## src/hdl/rsmp_pkg.sv

```systemverilog
// ----------------------------------------------------------------------------
// rsmp_pkg
// Types, register codes and helpers of the ADC to audio resampler.
// ----------------------------------------------------------------------------
package rsmp_pkg;

  typedef struct packed {
    logic               sample_valid;
    logic signed [23:0] adc_sample;
  } in_t;

  typedef struct packed {
    logic signed [23:0] out_sample;
    logic               sample_taken;
  } out_t;

  typedef struct packed {
    logic [31:0]       phase_step;
    logic              wide_output;
    logic signed [3:0] gain_shift;
    logic [3:0]        smooth_shift;
    logic              median_enable;
    logic [14:0]       target_peak;
  } cfg_t;

  localparam int CfgIdxW = 3;

  typedef enum logic [CfgIdxW-1:0] {
    REG_PHASE_STEP    = 3'd0,
    REG_WIDE_OUTPUT   = 3'd1,
    REG_GAIN_SHIFT    = 3'd2,
    REG_SMOOTH_SHIFT  = 3'd3,
    REG_MEDIAN_ENABLE = 3'd4,
    REG_TARGET_PEAK   = 3'd5
  } reg_idx_t;

  typedef enum logic {
    MUL_INTERP = 1'b0,
    MUL_PEAK   = 1'b1
  } mul_sel_t;

  // controller -> datapath
  typedef struct packed {
    logic     take;
    logic     mul_en;
    mul_sel_t mul_sel;
    logic     gain_en;
    logic     smooth_en;
    logic     fin;
  } cmd_t;

  localparam logic [14:0] TARGET_PEAK_RST  = 15'd30000;
  localparam logic [3:0]  SMOOTH_SHIFT_RST = 4'd2;

  localparam logic signed [31:0] MAX24 = 32'sh007F_FFFF;
  localparam logic signed [31:0] MIN24 = 32'shFF80_0000;
  localparam logic signed [23:0] MAX16 = 24'sh00_7FFF;
  localparam logic signed [23:0] MIN16 = 24'shFF_8000;

  function automatic logic signed [23:0] mid3(input logic signed [23:0] a,
                                              input logic signed [23:0] b,
                                              input logic signed [23:0] c);
    logic signed [23:0] lo;
    logic signed [23:0] hi;
    logic signed [23:0] m;
    lo = (a < b) ? a : b;
    hi = (a < b) ? b : a;
    m  = (hi < c) ? hi : c;
    return (lo > m) ? lo : m;
  endfunction

endpackage

```

## src/hdl/rsmp_ctrl.sv

```systemverilog
// ----------------------------------------------------------------------------
// rsmp_ctrl
// Sequencer: walks one request through the datapath steps, owns out_valid.
// ----------------------------------------------------------------------------
module rsmp_ctrl (
  input  logic          clk,
  input  logic          rst_n,
  input  logic          in_valid,
  output logic          in_stall,
  output logic          out_valid,
  input  logic          out_stall,
  output rsmp_pkg::cmd_t cmd
);
  import rsmp_pkg::*;

  typedef enum logic [2:0] {
    S_IDLE,
    S_MUL1,
    S_GAIN,
    S_SMOOTH,
    S_MUL2,
    S_FIN
  } state_t;

  state_t state_r, state_nxt;
  logic   out_valid_r, out_valid_nxt;
  logic   slot_free;

  assign slot_free = !out_valid_r || !out_stall;
  assign in_stall  = (state_r != S_IDLE);
  assign out_valid = out_valid_r;

  always_comb begin
    state_nxt     = state_r;
    out_valid_nxt = out_valid_r && out_stall;
    cmd           = '0;
    cmd.mul_sel   = MUL_INTERP;
    case (state_r)
      S_IDLE: begin
        if (in_valid) begin
          cmd.take  = 1'b1;
          state_nxt = S_MUL1;
        end
      end
      S_MUL1: begin
        cmd.mul_en = 1'b1;
        state_nxt  = S_GAIN;
      end
      S_GAIN: begin
        cmd.gain_en = 1'b1;
        state_nxt   = S_SMOOTH;
      end
      S_SMOOTH: begin
        cmd.smooth_en = 1'b1;
        state_nxt     = S_MUL2;
      end
      S_MUL2: begin
        cmd.mul_en  = 1'b1;
        cmd.mul_sel = MUL_PEAK;
        state_nxt   = S_FIN;
      end
      S_FIN: begin
        // hold until the output register can take the result
        if (slot_free) begin
          cmd.fin       = 1'b1;
          out_valid_nxt = 1'b1;
          state_nxt     = S_IDLE;
        end
      end
      default: state_nxt = S_IDLE;
    endcase
  end

  always_ff @(posedge clk) begin
    if (!rst_n) begin
      state_r     <= S_IDLE;
      out_valid_r <= 1'b0;
    end else begin
      state_r     <= state_nxt;
      out_valid_r <= out_valid_nxt;
    end
  end

endmodule

```

## src/hdl/rsmp_dp.sv

```systemverilog
// ----------------------------------------------------------------------------
// rsmp_dp
// Datapath: sample intake with median window, shared multiplier, gain,
// smoother, output mapping and phase accumulator.
// ----------------------------------------------------------------------------
module rsmp_dp (
  input  logic           clk,
  input  logic           rst_n,
  input  rsmp_pkg::cfg_t cfg,
  input  rsmp_pkg::cmd_t cmd,
  input  rsmp_pkg::in_t  in_data,
  output rsmp_pkg::out_t out_data
);
  import rsmp_pkg::*;

  logic [31:0]        phase_acc_r;
  logic signed [23:0] cur_r;
  logic signed [23:0] next_r;
  logic               held_r;
  logic signed [31:0] smooth_r;
  logic signed [23:0] win_r [3];
  logic               taken_r;
  logic [14:0]        frac_r;
  logic signed [48:0] prod_r;
  logic signed [30:0] gained_r;
  out_t               out_data_r;

  logic               take_now;
  logic signed [23:0] med;
  logic signed [24:0] diff;
  logic signed [32:0] op_a;
  logic signed [15:0] op_b;
  logic signed [48:0] prod;
  logic signed [24:0] interp_w;
  logic signed [30:0] vext;
  logic signed [30:0] gained_nxt;
  logic [3:0]         rsh;
  logic signed [32:0] sdiff;
  logic signed [32:0] sdiff_sh;
  logic signed [32:0] ysum;
  logic signed [23:0] scaled;
  logic signed [23:0] narrow;
  logic signed [23:0] result;
  logic [32:0]        phase_sum;

  assign take_now = in_data.sample_valid && !held_r;
  assign med      = mid3(win_r[1], win_r[2], in_data.adc_sample);

  // shared multiplier: interpolation weight, then target peak scaling
  assign diff = 25'(next_r) - 25'(cur_r);
  assign op_a = (cmd.mul_sel == MUL_INTERP) ? 33'(diff) : 33'(smooth_r);
  assign op_b = (cmd.mul_sel == MUL_INTERP) ? $signed({1'b0, frac_r})
                                            : $signed({1'b0, cfg.target_peak});
  assign prod = op_a * op_b;

  // blend stays between current and next, so 24 bits suffice
  assign interp_w = 25'(cur_r) + prod_r[39:15];
  assign vext     = 31'(interp_w);
  assign rsh      = 4'(-cfg.gain_shift);

  always_comb begin
    if (cfg.gain_shift[3]) begin
      gained_nxt = vext >>> rsh;
    end else begin
      gained_nxt = vext <<< cfg.gain_shift[2:0];
    end
  end

  assign sdiff    = 33'(gained_r) - 33'(smooth_r);
  assign sdiff_sh = sdiff >>> cfg.smooth_shift;
  assign ysum     = 33'(smooth_r) + sdiff_sh;

  assign scaled = prod_r[46:23];

  always_comb begin
    if (scaled > MAX16) begin
      narrow = MAX16;
    end else if (scaled < MIN16) begin
      narrow = MIN16;
    end else begin
      narrow = scaled;
    end
    if (!cfg.wide_output) begin
      result = narrow;
    end else if (smooth_r > MAX24) begin
      result = MAX24[23:0];
    end else if (smooth_r < MIN24) begin
      result = MIN24[23:0];
    end else begin
      result = smooth_r[23:0];
    end
  end

  assign phase_sum = {1'b0, phase_acc_r} + {1'b0, cfg.phase_step};

  always_ff @(posedge clk) begin
    if (!rst_n) begin
      phase_acc_r <= '0;
      cur_r       <= '0;
      next_r      <= '0;
      held_r      <= 1'b0;
      smooth_r    <= '0;
      win_r[0]    <= '0;
      win_r[1]    <= '0;
      win_r[2]    <= '0;
    end else begin
      if (cmd.take && take_now) begin
        if (cfg.median_enable) begin
          win_r[0] <= win_r[1];
          win_r[1] <= win_r[2];
          win_r[2] <= in_data.adc_sample;
          next_r   <= med;
        end else begin
          next_r <= in_data.adc_sample;
        end
        held_r <= 1'b1;
      end
      if (cmd.smooth_en) begin
        smooth_r <= ysum[31:0];
      end
      if (cmd.fin) begin
        phase_acc_r <= phase_sum[31:0];
        // wrap: look-ahead becomes current and is released
        if (phase_sum[32]) begin
          cur_r  <= next_r;
          held_r <= 1'b0;
        end
      end
    end
  end

  always_ff @(posedge clk) begin
    if (cmd.take) begin
      taken_r <= take_now;
      frac_r  <= phase_acc_r[31:17];
    end
    if (cmd.mul_en) begin
      prod_r <= prod;
    end
    if (cmd.gain_en) begin
      gained_r <= gained_nxt;
    end
    if (cmd.fin) begin
      out_data_r.out_sample   <= result;
      out_data_r.sample_taken <= taken_r;
    end
  end

  assign out_data = out_data_r;

endmodule

```

## src/hdl/adc_to_audio_resampler_top.sv

```systemverilog
// ----------------------------------------------------------------------------
// adc_to_audio_resampler_top
// Linear-interpolation resampler from a 24-bit ADC stream to audio frames.
// ----------------------------------------------------------------------------
// One request per output frame tick. A request is accepted while idle and
// walks the steps in order: first multiply, gain, smoother, second multiply
// and finish, where its result is written to the output register; only then
// can the next request be accepted. One shared 33x16 multiplier is used
// twice in sequence (interpolation weight, then target peak scaling). A
// finished result waits in the output register while the next request is
// already accepted; if that register is still held at the end of the next
// request, the request waits in its last step. Configuration writes are
// always ready and must be issued while idle.
module adc_to_audio_resampler_top (
  input  logic                        clk,
  input  logic                        rst_n,
  input  logic                        in_valid,
  output logic                        in_stall,
  input  rsmp_pkg::in_t               in_data,
  output logic                        out_valid,
  input  logic                        out_stall,
  output rsmp_pkg::out_t              out_data,
  input  logic                        cfg_valid,
  output logic                        cfg_ready,
  input  logic [rsmp_pkg::CfgIdxW-1:0] cfg_index,
  input  logic [31:0]                 cfg_data
);
  import rsmp_pkg::*;

  cfg_t cfg_r;
  cmd_t cmd;

  assign cfg_ready = 1'b1;

  always_ff @(posedge clk) begin
    if (!rst_n) begin
      cfg_r.phase_step    <= '0;
      cfg_r.wide_output   <= 1'b1;
      cfg_r.gain_shift    <= '0;
      cfg_r.smooth_shift  <= SMOOTH_SHIFT_RST;
      cfg_r.median_enable <= 1'b1;
      cfg_r.target_peak   <= TARGET_PEAK_RST;
    end else if (cfg_valid && cfg_ready) begin
      case (cfg_index)
        REG_PHASE_STEP:    cfg_r.phase_step    <= cfg_data;
        REG_WIDE_OUTPUT:   cfg_r.wide_output   <= cfg_data[0];
        REG_GAIN_SHIFT:    cfg_r.gain_shift    <= $signed(cfg_data[3:0]);
        REG_SMOOTH_SHIFT:  cfg_r.smooth_shift  <= cfg_data[3:0];
        REG_MEDIAN_ENABLE: cfg_r.median_enable <= cfg_data[0];
        REG_TARGET_PEAK:   cfg_r.target_peak   <= cfg_data[14:0];
        default: ;
      endcase
    end
  end

  rsmp_ctrl u_ctrl (
    .clk       (clk),
    .rst_n     (rst_n),
    .in_valid  (in_valid),
    .in_stall  (in_stall),
    .out_valid (out_valid),
    .out_stall (out_stall),
    .cmd       (cmd)
  );

  rsmp_dp u_dp (
    .clk      (clk),
    .rst_n    (rst_n),
    .cfg      (cfg_r),
    .cmd      (cmd),
    .in_data  (in_data),
    .out_data (out_data)
  );

endmodule

```

## config.mk

```make
export PLATFORM = sky130hd
export DESIGN_NAME = adc_to_audio_resampler_top
export DESIGN_NICKNAME = d
export VERILOG_FILES = /design/src/hdl/rsmp_pkg.sv /design/src/hdl/rsmp_ctrl.sv /design/src/hdl/rsmp_dp.sv /design/src/hdl/adc_to_audio_resampler_top.sv
export SDC_FILE = /design/constraint.sdc
export NUM_CORES = 2
export LEC_CHECK = 0
export ABC_AREA = 1
export BUFFER_PORTS_ARGS = -buffer_cell sky130_fd_sc_hd__buf_2
export CAP_MARGIN = 20
export CORE_ASPECT_RATIO = 1.1
export CORE_MARGIN = 10
export CORE_UTILIZATION = 25
export CTS_BUF_LIST = sky130_fd_sc_hd__clkbuf_8
export DETAILED_ROUTE_END_ITERATION = 16
export PLACE_DENSITY = 0.42
export SETUP_SLACK_MARGIN = 0.15
export SYNTH_ARGS = -nofsm -noshare
export SYNTH_HDL_FRONTEND = slang
export SYNTH_SLANG_ARGS = --single-unit
```

## constraint.sdc

```tcl
create_clock -name clk -period 8.5 [get_ports clk]
set_input_delay 1.7 -clock clk [delete_from_list [all_inputs] [get_ports clk]]
set_output_delay 1.7 -clock clk [all_outputs]
set_load 0.01 [all_outputs]
```

==> results.cfg <==
[run_status]
status = complete, no violations

[sta]
skew_ps = 55.5
maxSlewViolCount = 0
hold_viol_final = 0
rsz0062_at_grt = yes
setup_violations = 0
fmax_mhz = 125
fin_crit_sh_pct = 94.1
max_slew_margin_pct = 30.7
min_period_ps = 8000
tightest_slew_ps = 1030

[setup_path]
r2r-end = u_dp.prod_r[44]$_DFFE_PP_
critPathKind = register to register
worst-path-buf-inv = 7
reg2reg_depth = 38
r2r_start = u_dp.next_r[0]$_SDFFE_PN0P_
cpPeakStageDelay_ps = 550
required_ps = 8980
slowest_stage = fa_1
r2r_slack_ps = 500
crit_family = adder cells
cp_max_fo = 6
arrival_ps = 8480
start_kind = register
end_kind = register

[finish]
area_growth_pct = 13.8
nNetsFinal = 6547
fin_area_mm2 = 0.0472
fillCellCount = 18226
multiInputGateArea_mm2 = 0.0295
seq_area_mm2 = 0.00805
fin_cells = 7978
drive_gt1_share_pct = 9.42

[synthesis]
async_reset_ff_share_pct = 0
ys_seq_area_share_pct = 19.4
yosysWarningCount = 0
synth_ff_type = dfxtp_1
ys_top_cells_by_area = fa_1 (22%), edfxtp_1 (11%), ha_1 (9.7%)
ys_ff_latch = 326
syn_nets = 6410
synth_edf_count = 152
syn_area_mm2 = 0.0415
avgSynthCellArea_um2 = 7.45
synth_area_leader_cell = fa_1
ys_types = 64
synth_top_area_share_pct = 21.8
netlist_instances = 5569

[global_route]
track_usage_pct = 16.9
grt_max_degree = 66
grt_pass1_vias = 37916
antenna_found_initial = 8
grt_pass1_wl_um = 238000
overflow = 0

[clocking]
cts.path.max_buffers = 3
clock-sinks = 326
clock-root-buffer = clkbuf_8
cts_tree = built
path_clk_slew_ps = 60
postCtsHoldBufs = 0
cts_buffers = 69
cts_htree_levels = 3
clk-insertion-delay-late_ps = 780

[floorplanning]
io_pins = 93
die-width_um = 408
num_rows = 156
start_util_pct = 25.2
die_y_um = 447
coreArea_mm2 = 0.165
dieArea_mm2 = 0.183

[routing]
drcViolationCount = 0
via_count = 37385
detail_route.wl_per_cell_um = 19.8
vias_per_cell = 4.69
antenna_left = 0
first_iter_violations = 2740
first_pass_iters = 6
routed_wl_um = 158000

[min_path]
hold_path_end = u_dp.out_data[0]$_DFFE_PP_
hold_depth = 0
hold_class = register to register
worst_hold_startpoint = u_dp.taken_r$_DFFE_PP_

[job]
max_cap_viol_count = 0

[placed_design]
dp_hpwl_um = 130000
place_inst = 7830
port_buffers = 91
placed_area_mm2 = 0.0452
place_congestion = 0.906
stage by stage:
step	util, %	setup TNS [ps]	hold slack, ps	setup WS (ps)
floorplan	-	0	400	772
global placement	27.4	-19.1	402	-19.1
detailed placement	27.4	-106	418	-57.6
CTS	28.4	0	411	153
global route	28.7	0	407	46.6
finish	28.7	0	405	498
flip-flops by register name (all words and copies together), names as in the netlist:
register,flops
u_dp.win_r,48
u_dp.taken_r,1
u_dp.gained_r,31
u_ctrl.state_r,3
u_dp.smooth_r,32
cfg_r,57
u_dp.next_r,24
u_dp.prod_r,32
u_dp.phase_acc_r,32
u_dp.held_r,1
u_dp.out_data,25
u_ctrl.out_valid,1
u_dp.frac_r,15
u_dp.cur_r,24
worst max path at each step:
stage / start / endpoint / slack, ps / cells past startpoint
global route: u_dp.next_r[0]$_SDFFE_PN0P_ / u_dp.prod_r[44]$_DFFE_PP_ / 50 / 38
finish: u_dp.next_r[0]$_SDFFE_PN0P_ / u_dp.prod_r[44]$_DFFE_PP_ / 500 / 38
floorplan: u_dp.next_r[0]$_SDFFE_PN0P_ / u_dp.prod_r[44]$_DFFE_PP_ / 770 / 38
CTS: u_dp.next_r[0]$_SDFFE_PN0P_ / u_dp.prod_r[44]$_DFFE_PP_ / 150 / 39
global placement: u_dp.next_r[0]$_SDFFE_PN0P_ / u_dp.prod_r[45]$_DFFE_PP_ / -20 / 41
detailed placement: u_dp.next_r[0]$_SDFFE_PN0P_ / u_dp.prod_r[44]$_DFFE_PP_ / -60 / 39
timing repair:
item / 4_1_cts / 5_1_grt
endpoints found under the hold margin: 0 / 0
gates resized for setup: 14 / 97
buffers inserted: 0 / 14
gates cloned: 0 / 2
setup endpoints to repair: 10 / 38
pin swaps: 0 / 17
synth_stat cells, types with 88 or more instances:
cell type / number
inv_1: 949
nand2_1: 939
nor2_1: 674
fa_1: 453
a21oi_1: 398
o21ai_0: 392
nand3_1: 358
ha_1: 323
dfxtp_1: 174
edfxtp_1: 152
clkbuf_1: 143
xor2_1: 88
cell families (layout without fill, tap and decap cells):
group	count (synthesis)	in the layout	synth area share [%]
flip-flops	326	326	19.4
adder cells (fa/ha/maj)	776	776	31.6
XOR/XNOR	148	148	3.12
AND/OR/NAND/NOR	2133	2133	21.6
buffers and inverters	1165	1359	10.8
multiplexers	6	6	0.145
AO/OA/AOI/OAI	1014	1014	13.4
other	1	4	0.00904
layout make-up:
type | count | share of cell area (%)
antenna | 3 | 0.0159
clock buffer | 87 | 2.54
clock inverter | 41 | 0.615
inverter | 977 | 7.78
multi-input combinational | 4078 | 62.4
sequential | 326 | 17.0
tap | 2212 | 5.86
timing repair buffer | 254 | 3.73
metal layers:
| metal | vias up | track usage [%] | share of wire [%] |
|---|---|---|---|
| met5 | - | 0 | 0.0070 |
| met3 | 191 | 2.28 | 5.0 |
| met4 | 2 | 4.37 | 2.5 |
| li1 | 18128 | - | - |
| met1 | 18186 | 22.9 | 46 |
| met2 | 878 | 28.1 | 46 |
placed cells by master, fill, tap and decap left out, drive strengths merged, types with 35 or more instances in the layout:
cell,n
xnor2,60
fa,453
o21ai,447
ha,323
nor2,679
xor2,88
nand2,954
a31oi,35
a21oi,404
nand3,379
buf,253
inv,981
edfxtp,152
dfxtp,174
clkbuf,88
Power is not shown: default switching activity piles up to over one toggle a cycle in this logic, so the estimate is an artifact.
